### config.mk
export PLATFORM = sky130hd
export DESIGN_NAME = multi_slot_timeout_table_core
export DESIGN_NICKNAME = d
export VERILOG_FILES = /design/src/mstt_pkg.sv /design/src/multi_slot_timeout_table_core.sv /design/src/mstt_dec_unit.sv
export SDC_FILE = /design/constraint.sdc
export NUM_CORES = 1
export LEC_CHECK = 0
export ABC_CLOCK_PERIOD_IN_PS = 23900
export BUFFER_PORTS_ARGS = -buffer_cell sky130_fd_sc_hd__buf_2
export CORE_UTILIZATION = 61
export DETAILED_ROUTE_END_ITERATION = 7
export PLACE_DENSITY = 0.81
export SLEW_MARGIN = 20
export SYNTH_ARGS = -nofsm -noshare
export SYNTH_HDL_FRONTEND = slang
export SYNTH_SLANG_ARGS = --single-unit
### constraint.sdc
create_clock -name clk -period 23.9 [get_ports clk]
set_input_delay 4.78 -clock clk [delete_from_list [all_inputs] [get_ports clk]]
set_output_delay 4.78 -clock clk [all_outputs]
set_load 0.03 [all_outputs]
### src/mstt_pkg.sv
// shared types and constants for the timeout table
package mstt_pkg;

  localparam int unsigned CNT_W       = 32;
  localparam int unsigned TAG_W       = 32;
  localparam int unsigned SLOT_W      = 2;
  localparam int unsigned MAX_RESULTS = 4;
  localparam int unsigned RES_W       = 3;

  localparam logic KIND_TICK = 1'b0;
  localparam logic KIND_ADD  = 1'b1;

  localparam logic REPLY_ADD    = 1'b0;
  localparam logic REPLY_EXPIRY = 1'b1;

  typedef struct packed {
    logic [CNT_W-1:0] dec;
    logic             was_zero;
    logic             now_zero;
  } dec_res_t;

  typedef struct packed {
    logic              reply_kind;
    logic              accepted;
    logic [SLOT_W-1:0] slot;
    logic [TAG_W-1:0]  event_tag;
    logic [CNT_W-1:0]  ms_count;
    logic              last;
  } result_t;

endpackage

### src/multi_slot_timeout_table_core.sv
// top level of the multi-slot one-shot timeout table
//
// input channel (in_valid/in_ready) carries one request: kind 0 is a
// millisecond tick, kind 1 adds a timeout of in_duration ticks with a tag
// and a notify flag. the result channel (out_valid/out_ready) returns one
// add reply per add, and for a tick one expiry event per notifying slot
// that reaches zero, lowest slot first, at most four, the final one with
// out_last set. a quiet tick returns nothing.
// a sequencer walks the slots one per cycle while the scan is not paused,
// through a single shared decrement/compare unit, so a request occupies the
// block for its scan (an add stops at the lowest free slot) and flush plus
// any receiver stall; in_ready is low meanwhile. one result register and one
// hold register sit between the scan and the port, so the scan only pauses
// when both are full and out_ready is low.
// reset (rst_n low, synchronous) clears the millisecond counter and frees
// every slot; tags and notify flags stay unset until written.
module multi_slot_timeout_table_core
  import mstt_pkg::*;
#(
  parameter int unsigned SLOTS = 4
)(
  input  logic              clk,
  input  logic              rst_n,
  input  logic              in_valid,
  output logic              in_ready,
  input  logic              in_kind,
  input  logic [CNT_W-1:0]  in_duration,
  input  logic [TAG_W-1:0]  in_tag,
  input  logic              in_notify,
  output logic              out_valid,
  input  logic              out_ready,
  output logic              out_reply_kind,
  output logic              out_accepted,
  output logic [SLOT_W-1:0] out_slot,
  output logic [TAG_W-1:0]  out_event_tag,
  output logic [CNT_W-1:0]  out_ms_count,
  output logic              out_last
);

  localparam int unsigned IW = (SLOTS > 1) ? $clog2(SLOTS) : 1;
  localparam logic [IW-1:0] LAST_IDX = IW'(SLOTS - 1);

  localparam logic [2:0] ST_IDLE  = 3'd0;
  localparam logic [2:0] ST_TICK  = 3'd1;
  localparam logic [2:0] ST_ADD   = 3'd2;
  localparam logic [2:0] ST_FLUSH = 3'd3;

  logic [2:0]       state_r, state_nxt;
  logic [IW-1:0]    idx_r, idx_nxt;
  logic [RES_W-1:0] cnt_r, cnt_nxt;
  logic [CNT_W-1:0] tick_r, tick_nxt;
  logic [CNT_W-1:0] dur_r;
  logic [TAG_W-1:0] tag_in_r;
  logic             notify_in_r;

  logic [CNT_W-1:0] remaining_r [SLOTS];
  logic [TAG_W-1:0] slot_tag_r [SLOTS];
  logic             slot_notify_r [SLOTS];

  result_t hold_r, hold_nxt;
  logic    hold_valid_r, hold_valid_nxt;
  result_t out_r, out_nxt;
  logic    out_valid_r, out_valid_nxt;

  logic             out_free;
  logic             step_go;
  logic             in_fire;
  logic             rem_we;
  logic [CNT_W-1:0] rem_wdata;
  logic             meta_we;
  logic [CNT_W-1:0] cur_val;
  logic [IW+1:0]    idx_ext;
  logic [SLOT_W-1:0] idx_slot;
  dec_res_t         dres;
  result_t          new_res;

  assign cur_val  = remaining_r[idx_r];
  assign idx_ext  = {2'b00, idx_r};
  assign idx_slot = idx_ext[SLOT_W-1:0];

  mstt_dec_unit u_dec (
    .value (cur_val),
    .res   (dres)
  );

  assign in_ready = (state_r == ST_IDLE);
  assign in_fire  = in_valid && in_ready;
  assign out_free = !out_valid_r || out_ready;
  assign step_go  = !(hold_valid_r && !out_free);

  always_comb begin
    state_nxt      = state_r;
    idx_nxt        = idx_r;
    cnt_nxt        = cnt_r;
    tick_nxt       = tick_r;
    hold_nxt       = hold_r;
    hold_valid_nxt = hold_valid_r;
    out_nxt        = out_r;
    out_valid_nxt  = out_valid_r && !out_ready;
    rem_we         = 1'b0;
    rem_wdata      = dres.dec;
    meta_we        = 1'b0;
    new_res        = '0;
    new_res.ms_count = tick_r;

    case (state_r)
      ST_IDLE: begin
        if (in_fire) begin
          idx_nxt = '0;
          cnt_nxt = '0;
          if (in_kind == KIND_ADD) begin
            state_nxt = ST_ADD;
          end else begin
            tick_nxt  = tick_r + CNT_W'(1);
            state_nxt = ST_TICK;
          end
        end
      end
      ST_TICK: begin
        if (step_go) begin
          if (!dres.was_zero) begin
            rem_we = 1'b1;
            if (dres.now_zero && slot_notify_r[idx_r] &&
                (cnt_r < RES_W'(MAX_RESULTS))) begin
              new_res.reply_kind = REPLY_EXPIRY;
              new_res.slot       = idx_slot;
              new_res.event_tag  = slot_tag_r[idx_r];
              cnt_nxt            = cnt_r + RES_W'(1);
              if (hold_valid_r) begin
                out_nxt       = hold_r;
                out_valid_nxt = 1'b1;
              end
              hold_nxt       = new_res;
              hold_valid_nxt = 1'b1;
            end
          end
          if (idx_r == LAST_IDX) begin
            state_nxt = ST_FLUSH;
          end else begin
            idx_nxt = idx_r + IW'(1);
          end
        end
      end
      ST_ADD: begin
        new_res.reply_kind = REPLY_ADD;
        if (dres.was_zero) begin
          rem_we           = 1'b1;
          rem_wdata        = dur_r;
          meta_we          = 1'b1;
          new_res.accepted = 1'b1;
          new_res.slot     = idx_slot;
          hold_nxt         = new_res;
          hold_valid_nxt   = 1'b1;
          state_nxt        = ST_FLUSH;
        end else if (idx_r == LAST_IDX) begin
          hold_nxt       = new_res;
          hold_valid_nxt = 1'b1;
          state_nxt      = ST_FLUSH;
        end else begin
          idx_nxt = idx_r + IW'(1);
        end
      end
      ST_FLUSH: begin
        if (!hold_valid_r) begin
          state_nxt = ST_IDLE;
        end else if (out_free) begin
          out_nxt        = hold_r;
          out_nxt.last   = 1'b1;
          out_valid_nxt  = 1'b1;
          hold_valid_nxt = 1'b0;
          state_nxt      = ST_IDLE;
        end
      end
      default: begin
        state_nxt = ST_IDLE;
      end
    endcase
  end

  always_ff @(posedge clk) begin
    if (!rst_n) begin
      state_r      <= ST_IDLE;
      idx_r        <= '0;
      cnt_r        <= '0;
      tick_r       <= '0;
      hold_valid_r <= 1'b0;
      out_valid_r  <= 1'b0;
    end else begin
      state_r      <= state_nxt;
      idx_r        <= idx_nxt;
      cnt_r        <= cnt_nxt;
      tick_r       <= tick_nxt;
      hold_valid_r <= hold_valid_nxt;
      out_valid_r  <= out_valid_nxt;
    end
  end

  always_ff @(posedge clk) begin
    if (!rst_n) begin
      for (int i = 0; i < SLOTS; i++) begin
        remaining_r[i] <= '0;
      end
    end else if (rem_we) begin
      remaining_r[idx_r] <= rem_wdata;
    end
  end

  always_ff @(posedge clk) begin
    hold_r <= hold_nxt;
    out_r  <= out_nxt;
    if (in_fire) begin
      dur_r       <= in_duration;
      tag_in_r    <= in_tag;
      notify_in_r <= in_notify;
    end
    if (meta_we) begin
      slot_tag_r[idx_r]    <= tag_in_r;
      slot_notify_r[idx_r] <= notify_in_r;
    end
  end

  assign out_valid      = out_valid_r;
  assign out_reply_kind = out_r.reply_kind;
  assign out_accepted   = out_r.accepted;
  assign out_slot       = out_r.slot;
  assign out_event_tag  = out_r.event_tag;
  assign out_ms_count   = out_r.ms_count;
  assign out_last       = out_r.last;

  a_idle_no_hold: assert property (@(posedge clk) disable iff (!rst_n)
    (state_r == ST_IDLE) |-> !hold_valid_r)
    else $error("pending result left behind when the sequencer went idle");

  a_result_cap: assert property (@(posedge clk) disable iff (!rst_n)
    cnt_r <= RES_W'(MAX_RESULTS))
    else $error("expiry result count exceeds the per-tick limit");

  a_busy_after_accept: assert property (@(posedge clk) disable iff (!rst_n)
    in_fire |=> (state_r != ST_IDLE))
    else $error("sequencer did not start after a request was taken");

  a_add_one_result: assert property (@(posedge clk) disable iff (!rst_n)
    (state_r == ST_ADD) |-> (!hold_valid_r && (cnt_r == '0)))
    else $error("add scan started with a result still pending");

endmodule

### src/mstt_dec_unit.sv
// shared decrement and zero-compare unit for slot counts
module mstt_dec_unit
  import mstt_pkg::*;
(
  input  logic [CNT_W-1:0] value,
  output dec_res_t         res
);

  always_comb begin
    res.dec      = value - CNT_W'(1);
    res.was_zero = (value == '0);
    res.now_zero = (value == CNT_W'(1));
  end

endmodule
# Word-level counts from Yosys, hierarchy flattened
# Memories as Yosys holds them, arrays and structs flattened. A register that Yosys moved wholly into a read port is not among the register bits.
# Cells that the tools add are included.
# Widths: inputs -> output; s select.
[word_totals] regBits=245 latch_bits=0 ramBits=260 romBits=0 inputBits=70 output_inout_bits=71 wordCells=137 mem_count=3
[classes] add_sub_neg=4 n_mul=0 div=0 n_lt_le_gt_ge=1 eq_ne=15 n_shift=0 muxes=68 bitwise_logic=1 reduce_logical=24
[mem_list] name="remaining_r" depth=4 word_bits=32 rd=1 rd_ports_with_merged_regs=1 write_ports=4 line="multi_slot_timeout_table_core.sv:56" source="logic [CNT_W-1:0] remaining_r [SLOTS];"
[mem_list] name="slot_tag_r" depth=4 word_bits=32 rd=1 rd_ports_with_merged_regs=1 write_ports=1 line="multi_slot_timeout_table_core.sv:57" source="logic [TAG_W-1:0] slot_tag_r [SLOTS];"
[mem_list] name="slot_notify_r" depth=4 word_bits=1 rd=1 rd_ports_with_merged_regs=1 write_ports=1 line="multi_slot_timeout_table_core.sv:58" source="logic slot_notify_r [SLOTS];"
[ops] op="$mux 69" count=11
[ops] op="$pmux 69 s2" count=2
[ops] op="$mux 32" count=3
[ops] op="$add 32x1->32 const B" count=1
[ops] op="$eq 32x1->1 const B" count=1
[ops] op="$logic_not 32->1" count=1
[ops] op="$reduce_or 32->1" count=1
[ops] op="$sub 32x1->32 const B" count=1
[ops] op="$mux 3" count=10
[ops] op="$mux 1" count=24
[ops] op="$mux 2" count=12
[ops] op="$reduce_and 5->1" count=3
[ops] op="$ne 2x2->1 const B" count=7
[ops] op="$pmux 3 s4" count=1
[ops] op="$reduce_and 7->1" count=1
[ops] op="$eq 3x2->1 const B" count=2
[ops] op="$ne 3x3->1 const B" count=2
[ops] op="$pmux 2 s3" count=1
[ops] op="$pmux 3 s2" count=1
[ops] op="$reduce_and 3->1" count=2
[ops] op="$reduce_bool 2->1" count=3
[ops] op="$reduce_bool 3->1" count=2
[ops] op="$logic_and 1x1->1" count=5
[ops] op="$pmux 1 s2" count=2
[ops] op="other kinds (12)" count=14

# Depth between registers and ports, before layout
# Gate-level depths: netlist (run 1).
[depth] word_depth=11 depth_mapped=15 depth_no_buf=10

# Cells and area by module
# A second synthesis (run 1) with hierarchy kept.
[hier_totals] hier_cells=1162 area_unflattened_um2=19670.1
[modules_own_cells] module="multi_slot_timeout_table_core" n_inst=1 cells_each=1062 area_each_um2=18925.7 seq_area_each_um2=14754.2
[modules_own_cells] module="mstt_dec_unit" n_inst=1 cells_each=100 area_each_um2=744.5 seq_area_each_um2=0.0

# Worst setup path after synthesis (run 1)
# OpenSTA, ideal clock, no wires.
[synth_path] path_type="in2reg" from="input port out_ready" to="register out_r (netlist bit out_accepted), enable pin" setup_time_ns=0.666 arrival_time_ns=11.434 required_ns=23.234 setup_slack_ns=11.800 stages=2 path_buffers=0 cell_sequence="nor2b_1 > nor4_1"
[synth_between] elab_chain_len=5 elab_cells_between_ends=6 classes_between="2 x eq/ne; 4 x reduce/logical"
[synth_lines] item="start: declaration" line="multi_slot_timeout_table_core.sv:31" source="input logic out_ready,"
[synth_lines] item="$logic_or 1x1->1 *" line="multi_slot_timeout_table_core.sv:88" source="assign out_free = !out_valid_r || out_ready;"
[synth_lines] item="$logic_not 1->1" line="multi_slot_timeout_table_core.sv:89" source="assign step_go = !(hold_valid_r && !out_free);"
[synth_lines] item="$logic_and 1x1->1" line="multi_slot_timeout_table_core.sv:89"
[synth_lines] item="$ne 2x2->1 (no source line)"
[synth_lines] item="$reduce_and 7->1 (no source line) *"
[synth_lines] item="end signal: assignment" line="multi_slot_timeout_table_core.sv:210" source="out_r <= out_nxt;"
[synth_lines] item="end: declaration" line="multi_slot_timeout_table_core.sv:62" source="result_t out_r, out_nxt;"
# Mark *: on every way between the ends. The rest lies on a longest branch, timed or not.
# A chain may end at the register's enable or synchronous reset.

==> run_results.csv, run 1 <==
group,metric,value,unit
setup_path,r2r_end,"remaining_r[3][20]$_DFFE_PP_",
power_and_ir_drop,swShare,0.201,
clocking,cts_resized,0,
drt,first_pass_iters,5,
placement,hpwlAfterDp,22500,um
timing,period_needed,7.19,ns
synthesis,netlist_area,0.0197,mm^2
timing,fin_tns_setup,0,ns
drt,vias_per_cell,6.20,
grt,track_usage,0.238,
floorplanning,die_x,182,um
final_layout,nNetsFinal,1369,
power_and_ir_drop,p_clk_frac,0.412,
timing,setup_violations,0,
setup_path,crit_slowest_cell,"nor3_1",
setup_path,cp_num_buf_inv,3,
synthesis,synth_cell_types,67,
clocking,cts_root_buf,"clkbuf_16",
grt,grt_pass1_wl,59900,um
worst_hold_path,min_path_type,"reg2reg",
setup_path,r2r_cells,12,
timing,rsz0062_at_grt,"false",
final_layout,syn_to_final_growth,13.6,%
grt,grt_pass1_vias,10800,
clocking,cts_tree,"built",
synthesis,yosys_warnings,0,
setup_path,path_depth,7,
timing,maxSlewViolCount,0,
setup_path,cp-endpoint,"remaining_r[3][20]$_DFFE_PP_",
clocking,hold_buffers,0,
setup_path,crit_start,"out_ready",
clocking,clockBufferDepth,3,
synthesis,synth_top_area_share,0.703,
job,drv_cap,0,
drt,drtIter0Drc,1031,
synthesis,synthArstFlopShare,0,
setup_path,path_class,"in2reg",
synthesis,synthesis.nets,1226,
synthesis,netlist_top_cells_area,"edfxtp_1 70%, mux4_2 7.4%, dfxtp_1 4.5%, nor3_1 2.0%, nor2_1 1.6%",
setup_path,required,24.09,ns
placement,gp_congestion,0.814,
power_and_ir_drop,internal-power,1400,uW
clocking,cts_buffers,47,
drt,postRouteWirelength,38300,um
setup_path,end_kind,"flip-flop",
floorplanning,die_area,0.0331,mm^2
power_and_ir_drop,p_sw,353,uW
timing,finalHoldViolations,0,
synthesis,synth_area_leader_cell,"edfxtp_1",
grt,antenna_found_initial,1,
timing,finalHoldWorstSlack,0.415,ns
power_and_ir_drop,pwr-share-comb,0.028,
setup_path,max_stage_delay,0.68,ns
drt,num_vias,10800,
final_layout,fillers,1955,
timing,max_freq,0.139,GHz
timing,worst_pin_slew,1.05,ns
floorplanning,row_count,65,
placement,io_buffer_count,140,
drt,wl_per_cell,22.1,um
power_and_ir_drop,ir_drop,63.6,uV
floorplanning,initial_core_util,0.622,
grt,grt_max_degree,70,
drt,route.detailed.drc,0,
synthesis,synth-edff-count,462,
synthesis,synth_most_common_cell,"edfxtp_1",
setup_path,arrival,7.39,ns
setup_path,reg2reg_slack,17.85,ns
timing,finalCritPeriodShare,0.301,
clocking,path_clk_slew,0.06,ns
power_and_ir_drop,power_leakage,0.00711,uW
setup_path,worst_path_most_repeated_cell,"buf_4",
setup_path,crit_fanout,56,
clocking,clock_latency,0.57,ns
setup_path,crit_family,"buffers and inverters",
floorplanning,io_pins,141,
synthesis,syn_inst,1152,
status,outcome,"finished clean",
floorplanning,die-height,182,um
synthesis,netlist_top_cells_count,"462 x edfxtp_1, 86 x nor2_1, 79 x nor3_1",
clocking,htreeDepth,2,
setup_path,cp_cell_sequence,"buf_2 > and3b_1 > nor3_1 > a21oi_4 > buf_4 > o21ai_2 > buf_4",
floorplanning,core-area,0.0317,mm^2
power_and_ir_drop,seq_power_share,0.560,
grt,grt-ovfl-total,0,
synthesis,ys_seq_elements,506,
drt,drtAntennaViolNets,0,
timing,skew,0.0232,ns
synthesis,synth-seq-area-share,0.748,
timing,relSlewSlack,0.300,
synthesis,synth_area_per_cell,17.1,um^2
power_and_ir_drop,power_density,78.2,mW/mm^2
final_layout,drive_above_1_share,0.259,
clocking,post-cts-setup-buffer-count,0,
setup_path,startpoint_type,"input pin",
clocking,clkSinkCount,506,
synthesis,ys.flop_type,"edfxtp_1",
-- routing by layer --
layer  track usage  vias to the layer above  part of all wire
met5             0                        -                 0
met4        0.0867                        0             0.027
met3        0.0353                       74             0.073
met2         0.394                      503              0.49
met1         0.325                     5349              0.41
li1              -                     4848                 -
-- logic make-up after synthesis --
kind of cell	synth area share
other cells	0.000190
flops	0.748
compound gates	0.0247
simple gates	0.109
mux	0.0797
fa+ha+maj	0.00254
xor+xnor	0.0177
buf+inv	0.0183
-- state kept, by name (all words and copies together), names as in the netlist, named ones only --
signal and cells:
remaining_r 128, slot_tag_r 128, hold_r 68, dur_r 32
out_event_tag 32, out_ms_count 32, tag_in_r 32, tick_r 32
slot_notify_r 4, cnt_r 3, state_r 3, idx_r 2
out_slot 2, hold_valid_r 1, notify_in_r 1, out_accepted 1
out_last 1, out_reply_kind 1, out_valid 1
-- placed cells by master, fill, tap and decap left out, types with 10 or more instances in the layout --
cell type  instances
edfxtp_1         462
o21ai_0           14
nor2_1            82
nor3_1            79
clkbuf_16         47
xor2_1            23
mux2i_1           11
nor3_2            11
clkbuf_1          14
xnor2_1           17
mux4_2            65
buf_2            140
buf_4             15
nor4_2            10
dfxtp_1           42
and2_1            38
nand2_1           20
nand3_1           20
nor4_1            43
nand4_1           16
-- stage by stage --
stage,setup WS (ns),instances,utilization,cell area [um^2],total power [uW]
2_1_floorplan,11.80,1152,-,19700,1030
3_3_place_gp,16.34,1644,0.656,20800,1050
3_5_place_dp,16.22,1648,0.659,20900,1050
4_1_cts,16.80,1736,0.706,22400,1760
5_1_grt,16.59,1737,0.707,22400,1800
6_report,16.71,1737,0.707,22400,1750
-- worst min-delay path by stage --
stage / startpoint / to / cells after the start / slack (ns)
after floorplan: hold_r[67]$_SDFFCE_PN0P_ / out_accepted$_DFFE_PP_ / 0 / 0.40
after CTS: hold_r[52]$_SDFFCE_PP0P_ / out_event_tag[19]$_DFFE_PP_ / 0 / 0.42
final: hold_r[32]$_DFFE_PP_ / out_ms_count[31]$_DFFE_PP_ / 0 / 0.41
after global placement: hold_r[7]$_DFFE_PP_ / out_ms_count[6]$_DFFE_PP_ / 0 / 0.40
after detailed placement: hold_r[52]$_SDFFCE_PP0P_ / out_event_tag[19]$_DFFE_PP_ / 0 / 0.40
after global routing: hold_r[8]$_DFFE_PP_ / out_ms_count[7]$_DFFE_PP_ / 0 / 0.42
-- power by group through the flow --
stage | Sequential, uW | Clock [uW] | Combinational, uW
floorplan | 997 | 0 | 31.9
global placement | 999 | 0 | 46.8
detailed placement | 1000 | 0 | 47.9
CTS | 981 | 732 | 48.4
global route | 982 | 765 | 52.4
finish | 981 | 722 | 48.8
-- area by class of cell --
type | count | area (um^2) | share of cell area
flip-flops and latches | 506 | 14800 | 0.658
repair buffers | 159 | 908 | 0.0405
clock buffers | 64 | 1270 | 0.0567
diodes | 1 | 2.50 | 0.000112
well taps | 402 | 503 | 0.0224
multi-input cells | 570 | 4710 | 0.210
inverters | 11 | 41.3 | 0.00184
clock inverters | 24 | 219 | 0.00977
No activity file was read; power rests on OpenSTA's default activity.
==> run 2, diff against run 1 <==
--- a/config.mk
+++ b/config.mk
@@ -5,11 +5,12 @@
 export SDC_FILE = /design/constraint.sdc
 export NUM_CORES = 1
 export LEC_CHECK = 0
-export ABC_CLOCK_PERIOD_IN_PS = 23900
+export ABC_AREA = 1
+export ABC_CLOCK_PERIOD_IN_PS = 6800
 export BUFFER_PORTS_ARGS = -buffer_cell sky130_fd_sc_hd__buf_2
-export CORE_UTILIZATION = 61
+export CORE_UTILIZATION = 60
 export DETAILED_ROUTE_END_ITERATION = 7
-export PLACE_DENSITY = 0.81
+export PLACE_DENSITY = 0.79
 export SLEW_MARGIN = 20
 export SYNTH_ARGS = -nofsm -noshare
 export SYNTH_HDL_FRONTEND = slang
==> constraint.sdc (replaced) <==
create_clock -name clk -period 6.8 [get_ports clk]
set_input_delay 1.36 -clock clk [delete_from_list [all_inputs] [get_ports clk]]
set_output_delay 1.36 -clock clk [all_outputs]
set_load 0.03 [all_outputs]
==> run 2 against run 1 <==
  * First-iteration DRC count increased by 42%
  * Critical path type is now reg2reg
  * Worst setup slack got worse by 15 ns
  * Flip-flop and latch count is the same
  * Largest cell class unchanged
  * Sequential power rose to 3.5 times the previous value
  * Total power grew to 3.7 times the previous value
  * Clock skew decreased by 0.0012 ns
==> run_results.csv, run 2 <==
group,metric,value,unit
timing,max_freq,0.212,GHz
clocking,path_clk_slew,0.06,ns
clocking,clockBufferDepth,3,
synthesis,synth_top_area_share,0.680,
worst_hold_path,min_path_cells,0,
setup_path,path_class,"reg2reg",
synthesis,synth_area_leader_cell,"edfxtp_1",
synthesis,synth_cell_types,38,
synthesis,synth_area_per_cell,11.6,um^2
worst_hold_path,min_path_type,"reg2reg",
floorplanning,die_x,186,um
synthesis,synth_compound_area_frac,0.0399,
power_and_ir_drop,internal-power,5180,uW
timing,relSlewSlack,0.260,
grt,antenna_found_initial,0,
floorplanning,core-area,0.0335,mm^2
floorplanning,die-height,186,um
timing,finalHoldViolations,0,
synthesis,synth-edff-count,462,
setup_path,crit_fanout,61,
final_layout,multi_input_area,0.00497,mm^2
power_and_ir_drop,p_clk_frac,0.429,
final_layout,fillers,2329,
drt,route.detailed.drc,0,
grt,grt-ovfl-total,0,
synthesis,synth_top_family_by_area,"simple AND/OR/NAND/NOR gates",
setup_path,r2r_end,"remaining_r[0][31]$_SDFFCE_PN0P_",
synthesis,ys_seq_elements,506,
clocking,cts_resized,0,
worst_hold_path,worstHoldEndpoint,"out_ms_count[12]$_DFFE_PP_",
grt,track_usage,0.269,
synthesis,yosys_warnings,0,
placement,io_buffer_count,140,
floorplanning,row_count,67,
floorplanning,io_pins,141,
synthesis,synth-seq-area-share,0.723,
setup_path,startpoint_type,"flip-flop",
drt,wl_per_cell,19.5,um
power_and_ir_drop,swShare,0.206,
synthesis,syn_inst,1765,
power_and_ir_drop,seq_power_share,0.534,
clocking,post-cts-setup-buffer-count,0,
placement,dpl_cell_area,0.0215,mm^2
power_and_ir_drop,power_density,281,mW/mm^2
timing,skew,0.0220,ns
timing,rsz0062_at_grt,"false",
timing,fin_tns_setup,0,ns
setup_path,max_stage_delay,0.77,ns
final_layout,n_antenna_cell,0,
drt,vias_per_cell,5.65,
setup_path,cp_cell_sequence,"inv_2 > buf_4 > nand2_1 > nand3_1 > nand2_1 > nand2_1 > nor2_4 > nand2_1 > nor2_4 > nand2_1 > nand2_1 > a21oi_4 > nand2_4 > nand2_1 > buf_12",
power_and_ir_drop,finalPower,6530,uW
synthesis,synthesis.nets,1839,
clocking,htreeDepth,2,
timing,worst_slack,2.08,ns
timing,worst_pin_slew,1.11,ns
clocking,cts_buffers,48,
power_and_ir_drop,p_sw,1350,uW
synthesis,ys.flop_type,"edfxtp_1",
clocking,cts_tree,"built",
grt,grt_pass1_wl,71100,um
timing,period_needed,4.72,ns
worst_hold_path,hold_path_startpoint,"hold_r[13]$_DFFE_PP_",
drt,drtAntennaViolNets,0,
final_layout,regArea,0.0148,mm^2
setup_path,arrival,5.05,ns
setup_path,reg2reg_slack,2.08,ns
synthesis,yosys.area_share.simple,0.188,
final_layout,layout_common_cells,"462 x edfxtp_1, 348 x nand2_1, 333 x nor2_1",
timing,finalCritPeriodShare,0.693,
setup_path,r2r_cells,15,
timing,maxSlewViolCount,0,
final_layout,post-route-util,0.693,
synthesis,synth_fa_ha_area_frac,0.00245,
synthesis,synthXorXnorAreaFrac,0.0103,
drt,first_pass_iters,7,
synthesis,synthMuxAreaShare,0,
power_and_ir_drop,ir_drop,236,uV
synthesis,synthArstFlopShare,0,
setup_path,required,7.13,ns
final_layout,syn_to_final_growth,13.8,%
floorplanning,die_area,0.0348,mm^2
timing,setup_violations,0,
placement,gp_congestion,0.993,
final_layout,nNetsFinal,1978,
synthesis,netlist_top_cells_count,"462 x edfxtp_1, 348 x nand2_1, 340 x nor2_1",
placement,hpwlAfterDp,30100,um
synthesis,netlist_area,0.0204,mm^2
placement,post-place-ws,2.13,ns
drt,postRouteWirelength,46500,um
final_layout,drive_above_1_share,0.146,
synthesis,synth_most_common_cell,"edfxtp_1",
final_layout,reg_top3,"remaining_r: 128 flops, slot_tag_r: 128 flops, hold_r: 68 flops",
status,outcome,"finished clean",
grt,grt_max_degree,73,
job,drv_cap,0,
setup_path,crit_slowest_cell,"dfxtp_4",
clocking,clkSinkCount,506,
power_and_ir_drop,power_leakage,0.00855,uW
drt,num_vias,13500,
drt,drtIter0Drc,1464,
final_layout,final_common_cell,"edfxtp_1",
grt,grt_pass1_vias,12800,
clocking,clock_latency,0.60,ns
clocking,cts_root_buf,"clkbuf_16",
setup_path,worst_path_most_repeated_cell,"nand2_1",
power_and_ir_drop,pwr-share-comb,0.037,
setup_path,end_kind,"flip-flop",
clocking,hold_buffers,0,
synthesis,netlist_top_cells_area,"edfxtp_1 68%, nand2_1 6.4%, nor2_1 6.3%, dfxtp_1 4.3%, nand3_1 2.8%",
final_layout,finalInstanceArea,0.0232,mm^2
floorplanning,initial_core_util,0.609,
-- run 2: changes by cell type after synthesis, moves of 45 or more --
| cell | delta |
|---|---|
| nand2_1 | +328 |
| nor2_1 | +254 |
| inv_1 | +93 |
| nand3_1 | +93 |
| mux4_2 | -65 |
| o21ai_0 | +64 |
| a21oi_1 | +53 |
| nor3_1 | -45 |
-- run 2: per-stage QoR --
step                hold slack (ns)  std cells
floorplan                     0.400       1765
global placement              0.401       2301
detailed placement            0.405       2301
CTS                           0.419       2390
global route                  0.421       2391
finish                        0.418       2391
-- run 2: cell type report --
class,instances,area share
clock buffers,53,0.0534
clock inverters,36,0.0188
inverters,104,0.0168
multi-input cells,1088,0.214
flip-flops and latches,506,0.635
well taps,448,0.0241
repair buffers,156,0.0375
-- run 2: power groups by stage --
stage	clock [uW]	combinational (uW)	sequential, uW
after floorplan	0	151	3540
after global placement	0	234	3550
after detailed placement	0	238	3550
after CTS	2830	240	3480
after global routing	2940	264	3490
final	2800	242	3480
-- run 2: metal layers --
| metal | part of all wire | track usage | vias up |
|---|---|---|---|
| met3 | 0.077 | 0.0465 | 130 |
| met2 | 0.48 | 0.440 | 680 |
| li1 | - | - | 6319 |
| met5 | 0 | 0 | - |
| met1 | 0.39 | 0.348 | 6391 |
| met4 | 0.053 | 0.143 | 0 |
-- run 2: worst max-delay path by stage --
stage / from / end / slack, ns / depth (start not counted)
final: flip-flop / remaining_r[0][31]$_SDFFCE_PN0P_ / 2.08 / 15
after global routing: flip-flop / remaining_r[0][25]$_SDFFCE_PN0P_ / 1.73 / 17
after detailed placement: flip-flop / remaining_r[0][24]$_SDFFCE_PN0P_ / 2.13 / 17
after floorplan: in_valid / tick_r[11]$_SDFFE_PN0P_ / 1.03 / 10
after CTS: flip-flop / remaining_r[0][25]$_SDFFCE_PN0P_ / 2.10 / 17
after global placement: flip-flop / remaining_r[0][24]$_SDFFCE_PN0P_ / 2.26 / 15
-- run 2: logic make-up (layout without fill, tap and decap cells) --
group / after synthesis / count (layout)
simple gates: 902 / 902
flops: 506 / 506
buf+inv: 171 / 349
compound gates: 157 / 157
xor+xnor: 24 / 24
fa+ha+maj: 4 / 4
other cells: 1 / 1
-- run 2: worst max-delay path: cells and delay by family, from the launching register on --
family / cells / cell delay [ns]
buffers and inverters: 3 / 1.33
flip-flops: 1 / 0.77
AO/OA/AOI/OAI: 1 / 0.11
AND/OR/NAND/NOR: 11 / 2.09
==> run 3, diff against run 2 <==
--- a/config.mk
+++ b/config.mk
@@ -6,11 +6,11 @@
 export NUM_CORES = 1
 export LEC_CHECK = 0
 export ABC_AREA = 1
-export ABC_CLOCK_PERIOD_IN_PS = 6800
+export ABC_CLOCK_PERIOD_IN_PS = 4100
 export BUFFER_PORTS_ARGS = -buffer_cell sky130_fd_sc_hd__buf_2
-export CORE_UTILIZATION = 60
+export CORE_UTILIZATION = 54
 export DETAILED_ROUTE_END_ITERATION = 7
-export PLACE_DENSITY = 0.79
+export PLACE_DENSITY = 0.75
 export SLEW_MARGIN = 20
 export SYNTH_ARGS = -nofsm -noshare
 export SYNTH_HDL_FRONTEND = slang
==> constraint.sdc (replaced) <==
create_clock -name clk -period 4.1 [get_ports clk]
set_input_delay 0.82 -clock clk [delete_from_list [all_inputs] [get_ports clk]]
set_output_delay 0.82 -clock clk [all_outputs]
set_load 0.03 [all_outputs]
==> run 3 against run 2 <==
  * Register-to-register slack worse by 1.6 ns
  * Clock power up 54%
  * Hold slack lost 0.021 ns
  * First-iteration DRC count fell by 6.2%
  * Utilization shrank 6.1 points
  * Sequential power rose by 66%
  * Worst setup slack worse by 1.6 ns
  * Critical path type unchanged
  * Critical endpoint is now remaining_r[0][15]$_SDFFCE_PN0P_
  * Highest routed layer unchanged
==> run_results.csv, run 3 (synthesized netlist as in run 2, its figures left out) <==
group,metric,value,unit
setup_path,max_stage_delay,0.47,ns
timing,max_freq,0.278,GHz
setup_path,end_kind,"flip-flop",
drt,drtIter0Drc,1373,
setup_path,r2r_cells,15,
setup_path,startpoint_type,"flip-flop",
power_and_ir_drop,power_density,450,mW/mm^2
setup_path,cp_num_buf_inv,4,
clocking,cts_buffers,50,
grt,grt_pass1_wl,67500,um
setup_path,reg2reg_slack,0.50,ns
grt,grt_max_degree,132,
final_layout,syn_to_final_growth,14.2,%
grt,antenna_found_initial,0,
drt,drtAntennaViolNets,0,
timing,finalHoldViolations,0,
clocking,clockBufferDepth,3,
setup_path,crit_slowest_cell,"buf_12",
drt,first_pass_iters,6,
final_layout,drive_above_1_share,0.153,
drt,route.detailed.drc,0,
final_layout,final_common_cell,"edfxtp_1",
timing,finalCritPeriodShare,0.877,
clocking,clkSinkCount,506,
drt,vias_per_cell,5.40,
final_layout,reg_top3,"remaining_r: 128 flops, slot_tag_r: 128 flops, hold_r: 68 flops",
placement,hpwlAfterDp,26500,um
final_layout,finalInstanceArea,0.0233,mm^2
setup_path,crit_family,"simple AND/OR/NAND/NOR gates",
drt,num_vias,13300,
clocking,cts_tree,"built",
timing,setup_violations,0,
setup_path,required,4.37,ns
clocking,cts_root_buf,"clkbuf_16",
timing,period_needed,3.60,ns
worst_hold_path,min_path_type,"in2reg",
timing,worst_pin_slew,0.980,ns
floorplanning,core-area,0.0369,mm^2
timing,rsz0062_at_grt,"false",
timing,maxSlewViolCount,0,
floorplanning,row_count,70,
worst_hold_path,worstHoldEndpoint,"tag_in_r[4]$_DFFE_PP_",
final_layout,nNetsFinal,1995,
final_layout,fillers,2802,
drt,postRouteWirelength,42900,um
clocking,hold_buffers,0,
placement,io_buffer_count,140,
floorplanning,die_area,0.0386,mm^2
floorplanning,die-height,196,um
grt,grt_pass1_vias,12800,
timing,fin_tns_setup,0,ns
clocking,path_clk_slew,0.06,ns
setup_path,worst_path_most_repeated_cell,"nand2_1",
clocking,cts_resized,0,
clocking,htreeDepth,2,
setup_path,cp_cell_sequence,"buf_12 > o21ai_0 > nand2_1 > nand2_1 > inv_1 > ha_1 > inv_1 > nor2_4 > nand2_2 > nor2_8 > nand3_4 > a21oi_4 > nand2_4 > nand2_1 > buf_12",
worst_hold_path,min_path_cells,1,
placement,dpl_cell_area,0.0217,mm^2
power_and_ir_drop,power_leakage,0.00857,uW
setup_path,arrival,3.87,ns
placement,gp_congestion,0.940,
setup_path,crit_fanout,131,
grt,grt-ovfl-total,0,
timing,relSlewSlack,0.347,
setup_path,r2r_end,"remaining_r[0][15]$_SDFFCE_PN0P_",
setup_path,path_class,"reg2reg",
clocking,clock_latency,0.60,ns
worst_hold_path,hold_path_startpoint,"in_tag[4]",
floorplanning,io_pins,141,
drt,wl_per_cell,17.4,um
job,drv_cap,0,
clocking,post-cts-setup-buffer-count,0,
floorplanning,initial_core_util,0.553,
final_layout,n_antenna_cell,0,
timing,skew,0.0222,ns
final_layout,layout_common_cells,"462 x edfxtp_1, 348 x nand2_1, 333 x nor2_1",
grt,track_usage,0.227,
floorplanning,die_x,196,um
power_and_ir_drop,ir_drop,338,uV
status,outcome,"finished clean",
==> run 3: power by group <==
| group | internal [uW] | switching (uW) | total (uW) |
|---|---|---|---|
| Combinational | 113 | 280 | 393 |
| Clock | 2410 | 1900 | 4310 |
| Sequential | 5730 | 42.9 | 5770 |
| Total | 8250 | 2220 | 10500 |
==> run 3: layout make-up <==
type	count	area, um^2	area share
clock buffers	56	1290	0.0556
clock inverters	34	255	0.0110
inverters	104	390	0.0168
multi-input cells	1088	4960	0.213
flip-flops and latches	506	14800	0.634
well taps	504	631	0.0271
repair buffers	171	1010	0.0433
==> run 3: routing by layer <==
metal | GRT usage | vias to the layer above | share of wire
li1 | - | 6353 | -
met1 | 0.301 | 6285 | 0.41
met2 | 0.378 | 562 | 0.48
met3 | 0.0418 | 88 | 0.083
met4 | 0.0816 | 0 | 0.026
met5 | 0 | - | 0
==> run 3: through the flow <==
stage               hold WS, ns  power [uW]  utilization  instances  worst slack [ns]
floorplan                 0.400        6110            -       1765           0.00166
global placement          0.401        6260        0.590       2373             0.679
detailed placement        0.405        6270        0.590       2373             0.573
CTS                       0.371       10500        0.632       2463             0.562
global route              0.374       10800        0.632       2463             0.285
finish                    0.397       10500        0.632       2463             0.504
==> run 3: worst max-delay path by stage <==
stage | from | end | slack, ns | cells after the start
4_1_cts | flip-flop | remaining_r[0][6]$_SDFFCE_PN0P_ | 0.56 | 15
6_report | flip-flop | remaining_r[0][15]$_SDFFCE_PN0P_ | 0.50 | 15
3_5_place_dp | flip-flop | remaining_r[0][8]$_SDFFCE_PN0P_ | 0.57 | 15
2_1_floorplan | in_valid | tick_r[11]$_SDFFE_PN0P_ | 0.002 | 10
5_1_grt | flip-flop | remaining_r[0][15]$_SDFFCE_PN0P_ | 0.28 | 15
3_3_place_gp | flip-flop | remaining_r[0][4]$_SDFFCE_PN0P_ | 0.68 | 15
==> run 3: worst register-to-register path: cells and delay by family (launching register included) <==
| kind | cells | cell delay (ns) |
|---|---|---|
| AOI/OAI and AO/OA | 2 | 0.57 |
| adders and majority gates | 1 | 0.13 |
| buffers and inverters | 4 | 0.86 |
| DFF | 1 | 0.36 |
| and+or+nand+nor | 8 | 1.34 |
